### config.mk
export PLATFORM = sky130hd
export DESIGN_NAME = fourier_series_synthesis
export DESIGN_NICKNAME = d
export VERILOG_FILES = /design/src/rtl/core/fss_pkg.sv /design/src/rtl/core/fss_ram.sv /design/src/rtl/core/fss_front.sv /design/src/rtl/core/fss_queue.sv /design/src/rtl/core/fss_back.sv /design/src/rtl/core/fourier_series_synthesis.sv
export SDC_FILE = /design/constraint.sdc
export NUM_CORES = 2
export LEC_CHECK = 0
export BUFFER_PORTS_ARGS = -buffer_cell sky130_fd_sc_hd__buf_2
export CELL_PAD_IN_SITES_DETAIL_PLACEMENT = 1
export CELL_PAD_IN_SITES_GLOBAL_PLACEMENT = 1
export CORE_MARGIN = 1
export CORE_UTILIZATION = 35
export CTS_BUF_LIST = sky130_fd_sc_hd__clkbuf_4
export CTS_CLUSTER_DIAMETER = 40
export DETAILED_ROUTE_END_ITERATION = 8
export PLACE_DENSITY_LB_ADDON = 0.1
export SLEW_MARGIN = 40
export SYNTH_ARGS = -nofsm -noshare
export SYNTH_HDL_FRONTEND = slang
export SYNTH_HIERARCHICAL = 1
export SYNTH_SLANG_ARGS = --single-unit
### constraint.sdc
create_clock -name clk -period 10.3 [get_ports clk]
set_input_delay 0.515 -clock clk [delete_from_list [all_inputs] [get_ports clk]]
set_output_delay 0.515 -clock clk [all_outputs]
set_load 0.005 [all_outputs]
### src/rtl/core/fss_pkg.sv
// Shared types, constants and the quarter-wave sine function for the
// Fourier series synthesis block. No dependencies.
`timescale 1ns / 1ps

package fss_pkg;

  localparam int DEF_POINTS        = 128;
  localparam int DEF_MAX_HARMONICS = 16;
  localparam int QUEUE_DEPTH       = 2;

  localparam int BIN_W   = 5;
  localparam int COEF_W  = 24;
  localparam int IDX_W   = 7;
  localparam int HC_W    = 5;
  localparam int VALUE_W = 32;
  localparam int TRIG_W  = 17;  // signed Q1.15 plus room for +1.0 on the DC bin

  localparam logic OP_LOAD   = 1'b0;
  localparam logic OP_SAMPLE = 1'b1;

  localparam logic [HC_W-1:0] HC_RESET = 5'd10;

  localparam longint unsigned Q30_ONE     = 64'd1073741824;
  localparam longint unsigned HALF_PI_Q30 = 64'd1686629713;

  // one command from the front end to the back end
  typedef struct packed {
    logic                     is_sample;
    logic [BIN_W-1:0]         bin;
    logic signed [COEF_W-1:0] re;
    logic signed [COEF_W-1:0] im;
    logic [IDX_W-1:0]         idx;
  } cmd_t;

  // sin(u*pi/2) for a Q30 u in [0, 1], rounded to Q1.15 and capped at 32767.
  // Evaluated at elaboration only, to build the lookup table.
  function automatic logic [14:0] quarter_sine(input longint unsigned u);
    longint unsigned x;
    longint unsigned x2;
    longint unsigned t;
    longint unsigned s;
    x  = (u * HALF_PI_Q30) >> 30;
    x2 = (x * x) >> 30;
    t  = Q30_ONE;
    t  = Q30_ONE - ((x2 * t) >> 30) / 110;
    t  = Q30_ONE - ((x2 * t) >> 30) / 72;
    t  = Q30_ONE - ((x2 * t) >> 30) / 42;
    t  = Q30_ONE - ((x2 * t) >> 30) / 20;
    t  = Q30_ONE - ((x2 * t) >> 30) / 6;
    s  = (x * t) >> 30;
    s  = (s + 64'd16384) >> 15;
    if (s > 64'd32767) begin
      s = 64'd32767;
    end
    return s[14:0];
  endfunction

endpackage

### src/rtl/core/fss_ram.sv
// Generic single-write, single-read RAM with registered read data.
// No dependencies.
`timescale 1ns / 1ps

module fss_ram #(
  parameter int WIDTH = 48,
  parameter int DEPTH = 17
) (
  input  logic                     clk,
  input  logic                     we,
  input  logic [$clog2(DEPTH)-1:0] waddr,
  input  logic [WIDTH-1:0]         wdata,
  input  logic [$clog2(DEPTH)-1:0] raddr,
  output logic [WIDTH-1:0]         rdata
);

  logic [WIDTH-1:0] mem [DEPTH];

  always_ff @(posedge clk) begin
    if (we) begin
      mem[waddr] <= wdata;
    end
    rdata <= mem[raddr];
  end

endmodule

### src/rtl/core/fss_front.sv
// Front end: takes input beats, drops loads to bins beyond the store and
// pushes the rest as commands into the queue. Uses fss_pkg.
`timescale 1ns / 1ps

module fss_front
  import fss_pkg::*;
#(
  parameter int MAX_HARMONICS = DEF_MAX_HARMONICS
) (
  input  logic                     in_valid,
  output logic                     in_stall,
  input  logic                     op,
  input  logic [BIN_W-1:0]         bin_index,
  input  logic signed [COEF_W-1:0] bin_real,
  input  logic signed [COEF_W-1:0] bin_imag,
  input  logic [IDX_W-1:0]         sample_index,
  input  logic                     q_full,
  output logic                     q_push,
  output cmd_t                     q_cmd
);

  logic keep;

  // drop a load aimed past the last bin
  assign keep = (op == OP_SAMPLE) || (32'(bin_index) <= MAX_HARMONICS);

  assign in_stall = q_full;
  assign q_push   = in_valid && !q_full && keep;

  always_comb begin
    q_cmd.is_sample = (op == OP_SAMPLE);
    q_cmd.bin       = bin_index;
    q_cmd.re        = bin_real;
    q_cmd.im        = bin_imag;
    q_cmd.idx       = sample_index;
  end

endmodule

### src/rtl/core/fss_queue.sv
// Short command queue between front and back end.
// Uses fss_pkg for the command type and depth.
`timescale 1ns / 1ps

module fss_queue
  import fss_pkg::*;
(
  input  logic clk,
  input  logic rst,
  input  logic push,
  input  cmd_t push_cmd,
  output logic full,
  input  logic pop,
  output logic not_empty,
  output cmd_t head
);

  localparam int PTR_W = $clog2(QUEUE_DEPTH);
  localparam int CNT_W = $clog2(QUEUE_DEPTH + 1);

  cmd_t             entries [QUEUE_DEPTH];
  logic [PTR_W-1:0] wr_ptr;
  logic [PTR_W-1:0] rd_ptr;
  logic [CNT_W-1:0] count;

  assign full      = (count == CNT_W'(QUEUE_DEPTH));
  assign not_empty = (count != '0);
  assign head      = entries[rd_ptr];

  always_ff @(posedge clk) begin
    if (rst) begin
      wr_ptr <= '0;
      rd_ptr <= '0;
      count  <= '0;
    end else begin
      if (push) begin
        wr_ptr <= (wr_ptr == PTR_W'(QUEUE_DEPTH - 1)) ? '0 : wr_ptr + 1'b1;
      end
      if (pop) begin
        rd_ptr <= (rd_ptr == PTR_W'(QUEUE_DEPTH - 1)) ? '0 : rd_ptr + 1'b1;
      end
      if (push && !pop) begin
        count <= count + 1'b1;
      end else if (pop && !push) begin
        count <= count - 1'b1;
      end
    end
  end

  always_ff @(posedge clk) begin
    if (push) begin
      entries[wr_ptr] <= push_cmd;
    end
  end

endmodule

### src/rtl/core/fss_back.sv
// Back end: executes bin loads into the coefficient RAM and runs the
// per-harmonic multiply-accumulate for sample requests. Uses fss_pkg, fss_ram.
`timescale 1ns / 1ps

module fss_back
  import fss_pkg::*;
#(
  parameter int POINTS        = DEF_POINTS,
  parameter int MAX_HARMONICS = DEF_MAX_HARMONICS
) (
  input  logic                      clk,
  input  logic                      rst,
  input  logic [HC_W-1:0]           harmonic_count,
  input  logic                      q_not_empty,
  input  cmd_t                      q_head,
  output logic                      q_pop,
  output logic                      out_valid,
  input  logic                      out_stall,
  output logic signed [VALUE_W-1:0] sample_value,
  output logic [IDX_W-1:0]          sample_number,
  output logic                      saturated
);

  localparam int DEPTH   = MAX_HARMONICS + 1;
  localparam int AW      = $clog2(DEPTH);
  localparam int PW      = $clog2(POINTS);
  localparam int QW      = PW - 2;
  localparam int QUARTER = POINTS / 4;
  localparam int SHIFT   = PW + 15;
  localparam int PROD_W  = COEF_W + TRIG_W + 1;
  localparam int ACC_W   = PROD_W + $clog2(DEPTH) + 1;
  localparam longint unsigned ROUND = 64'd1 << (SHIFT - 1);

  localparam logic [2:0] S_IDLE   = 3'd0;
  localparam logic [2:0] S_RUN    = 3'd1;
  localparam logic [2:0] S_DRAIN  = 3'd2;
  localparam logic [2:0] S_FINISH = 3'd3;

  logic [2:0] state;

  // quarter-wave sine table, points 0..QUARTER of a quarter turn
  logic [14:0] qs_tab [QUARTER + 1];
  for (genvar g = 0; g <= QUARTER; g++) begin : g_tab
    assign qs_tab[g] = quarter_sine(64'(g) << (30 - QW));
  end

  // coefficient store
  logic                     ram_we;
  logic [AW-1:0]            ram_waddr;
  logic [2*COEF_W-1:0]      ram_wdata;
  logic [AW-1:0]            n;
  logic [2*COEF_W-1:0]      ram_rdata;
  logic [DEPTH-1:0]         bin_valid;
  logic                     vld_rd;

  fss_ram #(
    .WIDTH(2 * COEF_W),
    .DEPTH(DEPTH)
  ) u_ram (
    .clk  (clk),
    .we   (ram_we),
    .waddr(ram_waddr),
    .wdata(ram_wdata),
    .raddr(n),
    .rdata(ram_rdata)
  );

  logic             pop_load;
  logic             pop_sample;
  logic [IDX_W-1:0] idx;
  logic [PW-1:0]    idx_p;
  logic [PW-1:0]    k;
  logic [AW-1:0]    h_last;
  logic [AW-1:0]    h_clip;

  assign q_pop      = (state == S_IDLE) && q_not_empty;
  assign pop_load   = q_pop && !q_head.is_sample;
  assign pop_sample = q_pop && q_head.is_sample;
  assign ram_we     = pop_load;
  assign ram_waddr  = AW'(q_head.bin);
  assign ram_wdata  = {q_head.re, q_head.im};
  assign idx_p      = PW'(idx);
  assign h_clip     = (32'(harmonic_count) > MAX_HARMONICS) ? AW'(MAX_HARMONICS)
                                                            : AW'(harmonic_count);

  // pipeline: read -> trig lookup -> products -> accumulate
  logic                       p1_v;
  logic                       p1_dc;
  logic [PW-1:0]              p1_k;
  logic                       p2_v;
  logic signed [COEF_W-1:0]   p2_re;
  logic signed [COEF_W-1:0]   p2_im;
  logic signed [TRIG_W-1:0]   p2_c;
  logic signed [TRIG_W-1:0]   p2_s;
  logic                       p3_v;
  logic signed [PROD_W-1:0]   p3_sum;
  logic signed [PROD_W-1:0]   prod_sum;
  logic signed [ACC_W-1:0]    acc;

  logic [1:0]               quad;
  logic [QW-1:0]            jj;
  logic [QW:0]              jj_rev;
  logic signed [TRIG_W-1:0] ta;
  logic signed [TRIG_W-1:0] tb;
  logic signed [TRIG_W-1:0] cos_v;
  logic signed [TRIG_W-1:0] sin_v;

  assign quad   = p1_k[PW-1:PW-2];
  assign jj     = p1_k[QW-1:0];
  assign jj_rev = (QW + 1)'(QUARTER) - {1'b0, jj};
  assign ta     = $signed({2'b00, qs_tab[jj]});
  assign tb     = $signed({2'b00, qs_tab[jj_rev]});

  always_comb begin
    unique case (quad)
      2'd0: begin cos_v = tb;  sin_v = ta;  end
      2'd1: begin cos_v = -ta; sin_v = tb;  end
      2'd2: begin cos_v = -tb; sin_v = -ta; end
      2'd3: begin cos_v = ta;  sin_v = -tb; end
    endcase
  end

  assign prod_sum = p2_re * p2_c + p2_im * p2_s;

  // round, shift and clip the finished sum
  logic signed [ACC_W-1:0] rnd;
  logic signed [ACC_W-1:0] q;
  logic signed [63:0]      q64;
  logic                    over;
  logic                    under;

  assign rnd   = acc + ACC_W'(ROUND);
  assign q     = rnd >>> SHIFT;
  assign q64   = 64'(q);
  assign over  = (q64 > 64'sd2147483647);
  assign under = (q64 < -64'sd2147483648);

  logic pipe_busy;
  logic out_free;

  assign pipe_busy = p1_v || p2_v || p3_v;
  assign out_free  = !out_valid || !out_stall;

  always_ff @(posedge clk) begin
    if (rst) begin
      state     <= S_IDLE;
      bin_valid <= '0;
      p1_v      <= 1'b0;
      p2_v      <= 1'b0;
      p3_v      <= 1'b0;
      out_valid <= 1'b0;
    end else begin
      p1_v <= (state == S_RUN);
      p2_v <= p1_v;
      p3_v <= p2_v;
      if (pop_load) begin
        bin_valid[AW'(q_head.bin)] <= 1'b1;
      end
      if (state == S_FINISH && out_free) begin
        out_valid <= 1'b1;
      end else if (out_valid && !out_stall) begin
        out_valid <= 1'b0;
      end
      unique case (state)
        S_IDLE: begin
          if (pop_sample) begin
            state <= S_RUN;
          end
        end
        S_RUN: begin
          if (n == h_last) begin
            state <= S_DRAIN;
          end
        end
        S_DRAIN: begin
          if (!pipe_busy) begin
            state <= S_FINISH;
          end
        end
        S_FINISH: begin
          // hold until the output register can take the result
          if (out_free) begin
            state <= S_IDLE;
          end
        end
        default: state <= S_IDLE;
      endcase
    end
  end

  always_ff @(posedge clk) begin
    if (pop_sample) begin
      idx    <= q_head.idx;
      h_last <= h_clip;
      n      <= '0;
      k      <= '0;
    end else if (state == S_RUN) begin
      n <= n + 1'b1;
      k <= k + idx_p;
    end

    vld_rd <= bin_valid[n];
    p1_k   <= k;
    p1_dc  <= (n == '0);

    p2_re <= vld_rd ? $signed(ram_rdata[2*COEF_W-1:COEF_W]) : '0;
    p2_im <= vld_rd ? $signed(ram_rdata[COEF_W-1:0]) : '0;
    // the DC bin carries a weight of exactly one
    p2_c  <= p1_dc ? TRIG_W'(32768) : cos_v;
    p2_s  <= p1_dc ? '0 : sin_v;

    p3_sum <= prod_sum;

    if (pop_sample) begin
      acc <= '0;
    end else if (p3_v) begin
      acc <= acc + ACC_W'(p3_sum);
    end

    if (state == S_FINISH && out_free) begin
      sample_number <= idx;
      saturated     <= over || under;
      if (over) begin
        sample_value <= 32'sh7fffffff;
      end else if (under) begin
        sample_value <= 32'sh80000000;
      end else begin
        sample_value <= q64[VALUE_W-1:0];
      end
    end
  end

endmodule

### src/rtl/core/fourier_series_synthesis.sv
// Top level of the Fourier series synthesis block: APB register, front end,
// command queue and back end. Uses fss_pkg, fss_front, fss_queue, fss_back.
//
//   channel   direction  handshake            payload
//   in        input      in_valid / in_stall  op, bin_index, bin_real, bin_imag,
//                                             sample_index
//   out       output     out_valid/out_stall  sample_value, sample_number,
//                                             saturated
//   apb       input      psel/penable/pready  paddr, pwdata, prdata
//
// A bin load is written into the coefficient RAM as it leaves the queue. A
// sample request runs one multiply-accumulate step per bin up to H, H being
// harmonic_count clipped to MAX_HARMONICS, through a four-stage read,
// lookup, multiply, accumulate pipeline, then a round-and-clip step.
// Reset clears the bin valid flags at once (all bins read as zero) and sets
// harmonic_count to 10. The two-entry queue keeps taking beats, until it is
// full, while the back end works or a result waits on out_stall.
`timescale 1ns / 1ps

module fourier_series_synthesis
  import fss_pkg::*;
#(
  parameter int POINTS        = DEF_POINTS,
  parameter int MAX_HARMONICS = DEF_MAX_HARMONICS
) (
  input  logic                      clk,
  input  logic                      rst,
  input  logic                      in_valid,
  output logic                      in_stall,
  input  logic                      op,
  input  logic [BIN_W-1:0]          bin_index,
  input  logic signed [COEF_W-1:0]  bin_real,
  input  logic signed [COEF_W-1:0]  bin_imag,
  input  logic [IDX_W-1:0]          sample_index,
  output logic                      out_valid,
  input  logic                      out_stall,
  output logic signed [VALUE_W-1:0] sample_value,
  output logic [IDX_W-1:0]          sample_number,
  output logic                      saturated,
  input  logic                      psel,
  input  logic                      penable,
  input  logic                      pwrite,
  input  logic [2:0]                paddr,
  input  logic [31:0]               pwdata,
  output logic [31:0]               prdata,
  output logic                      pready
);

  localparam logic REG_HARMONIC_COUNT = 1'b0;

  logic [HC_W-1:0] harmonic_count;
  logic            cfg_write;

  assign pready    = 1'b1;
  assign cfg_write = psel && penable && pwrite && pready;
  assign prdata    = (paddr[2] == REG_HARMONIC_COUNT) ? {27'd0, harmonic_count} : 32'd0;

  always_ff @(posedge clk) begin
    if (rst) begin
      harmonic_count <= HC_RESET;
    end else if (cfg_write && paddr[2] == REG_HARMONIC_COUNT) begin
      harmonic_count <= pwdata[HC_W-1:0];
    end
  end

  logic q_full;
  logic q_push;
  cmd_t q_cmd;
  logic q_pop;
  logic q_not_empty;
  cmd_t q_head;

  fss_front #(
    .MAX_HARMONICS(MAX_HARMONICS)
  ) u_front (
    .in_valid    (in_valid),
    .in_stall    (in_stall),
    .op          (op),
    .bin_index   (bin_index),
    .bin_real    (bin_real),
    .bin_imag    (bin_imag),
    .sample_index(sample_index),
    .q_full      (q_full),
    .q_push      (q_push),
    .q_cmd       (q_cmd)
  );

  fss_queue u_queue (
    .clk      (clk),
    .rst      (rst),
    .push     (q_push),
    .push_cmd (q_cmd),
    .full     (q_full),
    .pop      (q_pop),
    .not_empty(q_not_empty),
    .head     (q_head)
  );

  fss_back #(
    .POINTS       (POINTS),
    .MAX_HARMONICS(MAX_HARMONICS)
  ) u_back (
    .clk           (clk),
    .rst           (rst),
    .harmonic_count(harmonic_count),
    .q_not_empty   (q_not_empty),
    .q_head        (q_head),
    .q_pop         (q_pop),
    .out_valid     (out_valid),
    .out_stall     (out_stall),
    .sample_value  (sample_value),
    .sample_number (sample_number),
    .saturated     (saturated)
  );

  a_sat_clip: assert property (@(posedge clk) disable iff (rst)
    out_valid && saturated |->
      (sample_value == 32'sh7fffffff || sample_value == 32'sh80000000))
    else $error("saturated result is not a clip value");

  a_hc_reset: assert property (@(posedge clk)
    rst |=> harmonic_count == HC_RESET)
    else $error("harmonic_count not at reset value");

  a_out_reset: assert property (@(posedge clk)
    rst |=> !out_valid)
    else $error("result shown right after reset");

  a_no_push_full: assert property (@(posedge clk) disable iff (rst)
    q_full && !q_pop |=> q_full)
    else $error("queue lost an entry while full");

endmodule
==> impl_metrics.tcl <==
set metrics [dict create \
    antenna_violating_nets_post_route 0 \
    grt_util_met3_pct 2.59 \
    max_slew_margin_pct 40.7 \
    fin_tns_setup_ns 0 \
    critical_path_rt_ns 11.46 \
    drt_drc_violations_left 0 \
    number_of_nets_in_the_finished_design 8167 \
    die-area_um2 236000 \
    share_clk_of_total_power_pct 25.8 \
    timing.clock.skew_ns 0.140 \
    drt_first_pass_iters 6 \
    grt-ovfl-total 0 \
    number_of_buffers_added_on_ports 120 \
    mappedNetlistArea_um2 82000 \
    min_delay_worst_endpoint "u_back/bin_valid[3]$_SDFFE_PP0P_" \
    timing.final.ws_setup_ns 1.61 \
    cts_root_buf "clkbuf_4" \
    worst_path_largest_cell_delay_ns 0.85 \
    postSynthCellCount 6521 \
    cp.buffers_inverters 7 \
    fin_cells 10300 \
    holdPathStages 3 \
    fin_crit_ns 8.69 \
    cellPowerDensity_nw_per_um2 198 \
    grt_first_pass_wirelength_um 355000 \
    finalMaxSlewViolations 0 \
    grt_usage_pct 20.0 \
    boundaryPins 178 \
    globalRoute.busiestLayer "met2" \
    power.switching_fraction_pct 38.0 \
    synth_area_leaders "edfxtp_1 (36%), fa_1 (22%), dfxtp_1 (6.7%), mux4_2 (5.2%), inv_1 (4.6%)" \
    leakagePower_nw 36.7 \
    place.detailed.hpwl_um 162000 \
    crit_path_end_kind "flop" \
    share_of_flip_flops_with_an_asynchronous_set_or_reset_after_synthesis_pct 0 \
    cts_buffers 371 \
    first_global_vias 56800 \
    crit_path_top_cell_by_count "fa_1" \
    combinationalPowerShare_pct 37.0 \
    criticalPathCategory "flop to flop" \
    synth-seq-cells 1259 \
    synth_top_cell_by_area "edfxtp_1" \
    outcome "complete, no violations" \
    synth_top_area_share_pct 36.1 \
    post_cts_resize_count 0 \
    layout_overhead_on_the_synthesized_area_pct 12.0 \
    vdd_drop_max_mv 0.106 \
    grt_util_met1_pct 26.6 \
    slowest_stage "dfxtp_1" \
    synth_edf_count 985 \
    pre_cts_slack_ns 1.52 \
    clock_tree_buffer_depth 4 \
    drt_iter0_drc 2228 \
    worstHoldStart "rst" \
    start_kind "flop" \
    chipWidth_um 486 \
    worst_hold_path_type "input pin to flop" \
    clkSlewWorstSetupHoldPaths_ns 0.06 \
    reg2reg_to "u_back/p3_sum[41]$_DFF_P_" \
    final_min_period_over_clock_period_pct 84.3 \
    hold_viol_final 0 \
    crit_path_max_fanout 17 \
    intPower_mw 11.2 \
    floorplan.initialDensity_pct 35.2 \
    initial_antenna_violation_count 12 \
    post-cts-setup-buffers 0 \
    net_load_switching_power_mw 6.90 \
    global_route.usage.met2_pct 34.1 \
    fp-row-count 177 \
    worst_pin_slew_ns 0.889 \
    avgSynthCellArea_um2 12.6 \
    part_of_the_yosys_area_used_for_sequential_elements_pct 42.8 \
    drive_above_1_share_pct 16.7 \
    ctsHtreeMaxLevel 5 \
    max-cap-violations 0 \
    ys.flop_type "edfxtp_1" \
    postRouteWirelength_um 232000 \
    setup-violations-final 0 \
    clock_latency_of_the_later_clocked_register_in_the_worst_skew_pair_ns 1.37 \
    most_repeated_cell_in_the_gate_level_netlist_after_synthesis "inv_1" \
    numClockSinks 1259 \
    r2r_setup_slack_ns 1.61 \
    maxClockFrequency_ghz 0.115 \
    crit_arrival_ns 9.84 \
    grt_start_max_net_pins 104 \
    placedCellCount 9529 \
    setup_repair_after_global_routing_missed_its_margin "no" \
    commonest_cells_in_the_netlist "inv_1 (1008), edfxtp_1 (985), fa_1 (902)" \
    place_congestion 0.816 \
    coreArea_um2 233000 \
    path_delay_family "adder cells" \
    vias 50700 \
    ctsHoldBuffers 147 \
    ys_warn_count 6 \
    netlist-cell-type-count 94 \
    logic_depth_of_the_worst_register_to_register_path 25 \
    avgViaCountPerCell 4.90 \
    die_y_um 486 \
    power.sequential.fraction_pct 37.2 \
    layout.filler_cells 24700 \
    wire_per_inst_um 22.5 \
    reg2reg_from "u_back/p2_im[23]$_SDFF_PN0_" \
    cts_tree "done" \
]
## flip-flops by register name (all words and copies together) (netlist names), 5 cells and up, named ones only
name and cells:
u_back/p3_sum 42, u_back/k 7, u_back/bin_valid 17, u_back/h_last 5, u_back/n 5, u_back/p2_re 24
u_back/p1_k 7, u_back/acc 48, u_back/sample_number 7, u_queue/entries 122, u_back/sample_value 27, u_back/u_ram/mem 816
u_back/p2_im 24, u_back/p2_c 17, u_back/idx 7, u_back/p2_s 17, u_back/u_ram/rdata 48, harmonic_count 5
## kinds of logic after synthesis
family | synth area share (%)
multiplexers | 7.70
other | 0.0137
XOR/XNOR | 1.61
AND/OR/NAND/NOR | 9.38
AO/OA/AOI/OAI | 5.39
adder cells (fa/ha/maj) | 25.7
buffers and inverters | 7.44
flip-flops | 42.8
## worst max path at each step
stage | startpoint | endpoint | slack, ns | cells after the start
finish | u_back/p2_im[23]$_SDFF_PN0_ | u_back/p3_sum[41]$_DFF_P_ | 1.61 | 25
detailed placement | u_back/p2_im[23]$_SDFF_PN0_ | u_back/p3_sum[41]$_DFF_P_ | 1.52 | 25
global placement | u_back/p2_re[9]$_SDFF_PN0_ | u_back/p3_sum[41]$_DFF_P_ | 1.50 | 26
global route | u_back/p2_im[23]$_SDFF_PN0_ | u_back/p3_sum[41]$_DFF_P_ | 1.16 | 25
CTS | u_back/p2_im[23]$_SDFF_PN0_ | u_back/p3_sum[41]$_DFF_P_ | 1.50 | 25
floorplan | u_back/p2_im[23]$_SDFF_PN0_ | u_back/p3_sum[39]$_DFF_P_ | 2.76 | 25
## worst register-to-register path, cell delays in order, from the launching register on
cell,delay (ns)
dfxtp_1,0.85
nand2_1,0.23
inv_1,0.17
fa_1,0.46
inv_1,0.36
fa_1,0.57
inv_1,0.05
fa_1,0.47
inv_1,0.05
fa_1,0.52
inv_1,0.07
fa_1,0.56
fa_1,0.43
fa_1,0.50
inv_1,0.05
fa_1,0.53
inv_1,0.07
ha_1,0.34
and4_1,0.24
a221o_1,0.33
nand2b_1,0.15
o221ai_1,0.34
nand2b_1,0.15
o311ai_0,0.68
a41o_1,0.29
xnor2_1,0.07
## placed cells by master, fill, tap and decap left out, drive strengths merged, types with 87 or more instances in the layout
cell / count
inv: 1015
and2: 404
fa: 902
dlygate4sd3: 147
nor2: 249
buf: 247
mux2i: 98
xnor2: 103
a21oi: 160
mux4: 201
clkbuf: 549
clkinv: 87
dfxtp: 274
ha: 241
nand2: 560
edfxtp: 985
o21ai: 89
## power by group through the flow
| stage | sequential (mW) | combinational, mW | clock [mW] |
|---|---|---|---|
| global placement | 6.84 | 6.61 | 0 |
| floorplan | 6.48 | 4.87 | 0 |
| detailed placement | 6.86 | 6.74 | 0 |
| global route | 6.80 | 7.43 | 5.13 |
| finish | 6.74 | 6.72 | 4.69 |
| CTS | 6.75 | 6.82 | 4.91 |
## per-layer routing
metal | routed length, um | vias to the layer above
li1 | - | 22800
met1 | 106000 | 26700
met2 | 114000 | 811
met3 | 7230 | 326
met4 | 4880 | 0
met5 | 0 | -
## metrics by stage
step	area [um2]	util (%)	hold slack, ns	power, mW
2_1_floorplan	82100	-	0.349	11.3
4_1_cts	91700	39.4	0.157	18.5
5_1_grt	91800	39.4	0.237	19.4
3_5_place_dp	85700	36.8	0.360	13.6
6_report	91800	39.5	0.328	18.1
3_3_place_gp	85400	36.7	0.353	13.5
## cell type report
type                    instances  area [um2]  area share (%)
multi-input cells            3881       41100            44.8
flip-flops and latches       1259       35100            38.3
diodes                         12        30.0          0.0327
repair buffers                395        3230            3.52
clock inverters                92         454           0.495
inverters                    1013        3800            4.14
clock buffers                 548        4110            4.48
well taps                    3132        3920            4.27
Note: power is estimated with default switching activity, not from simulation.
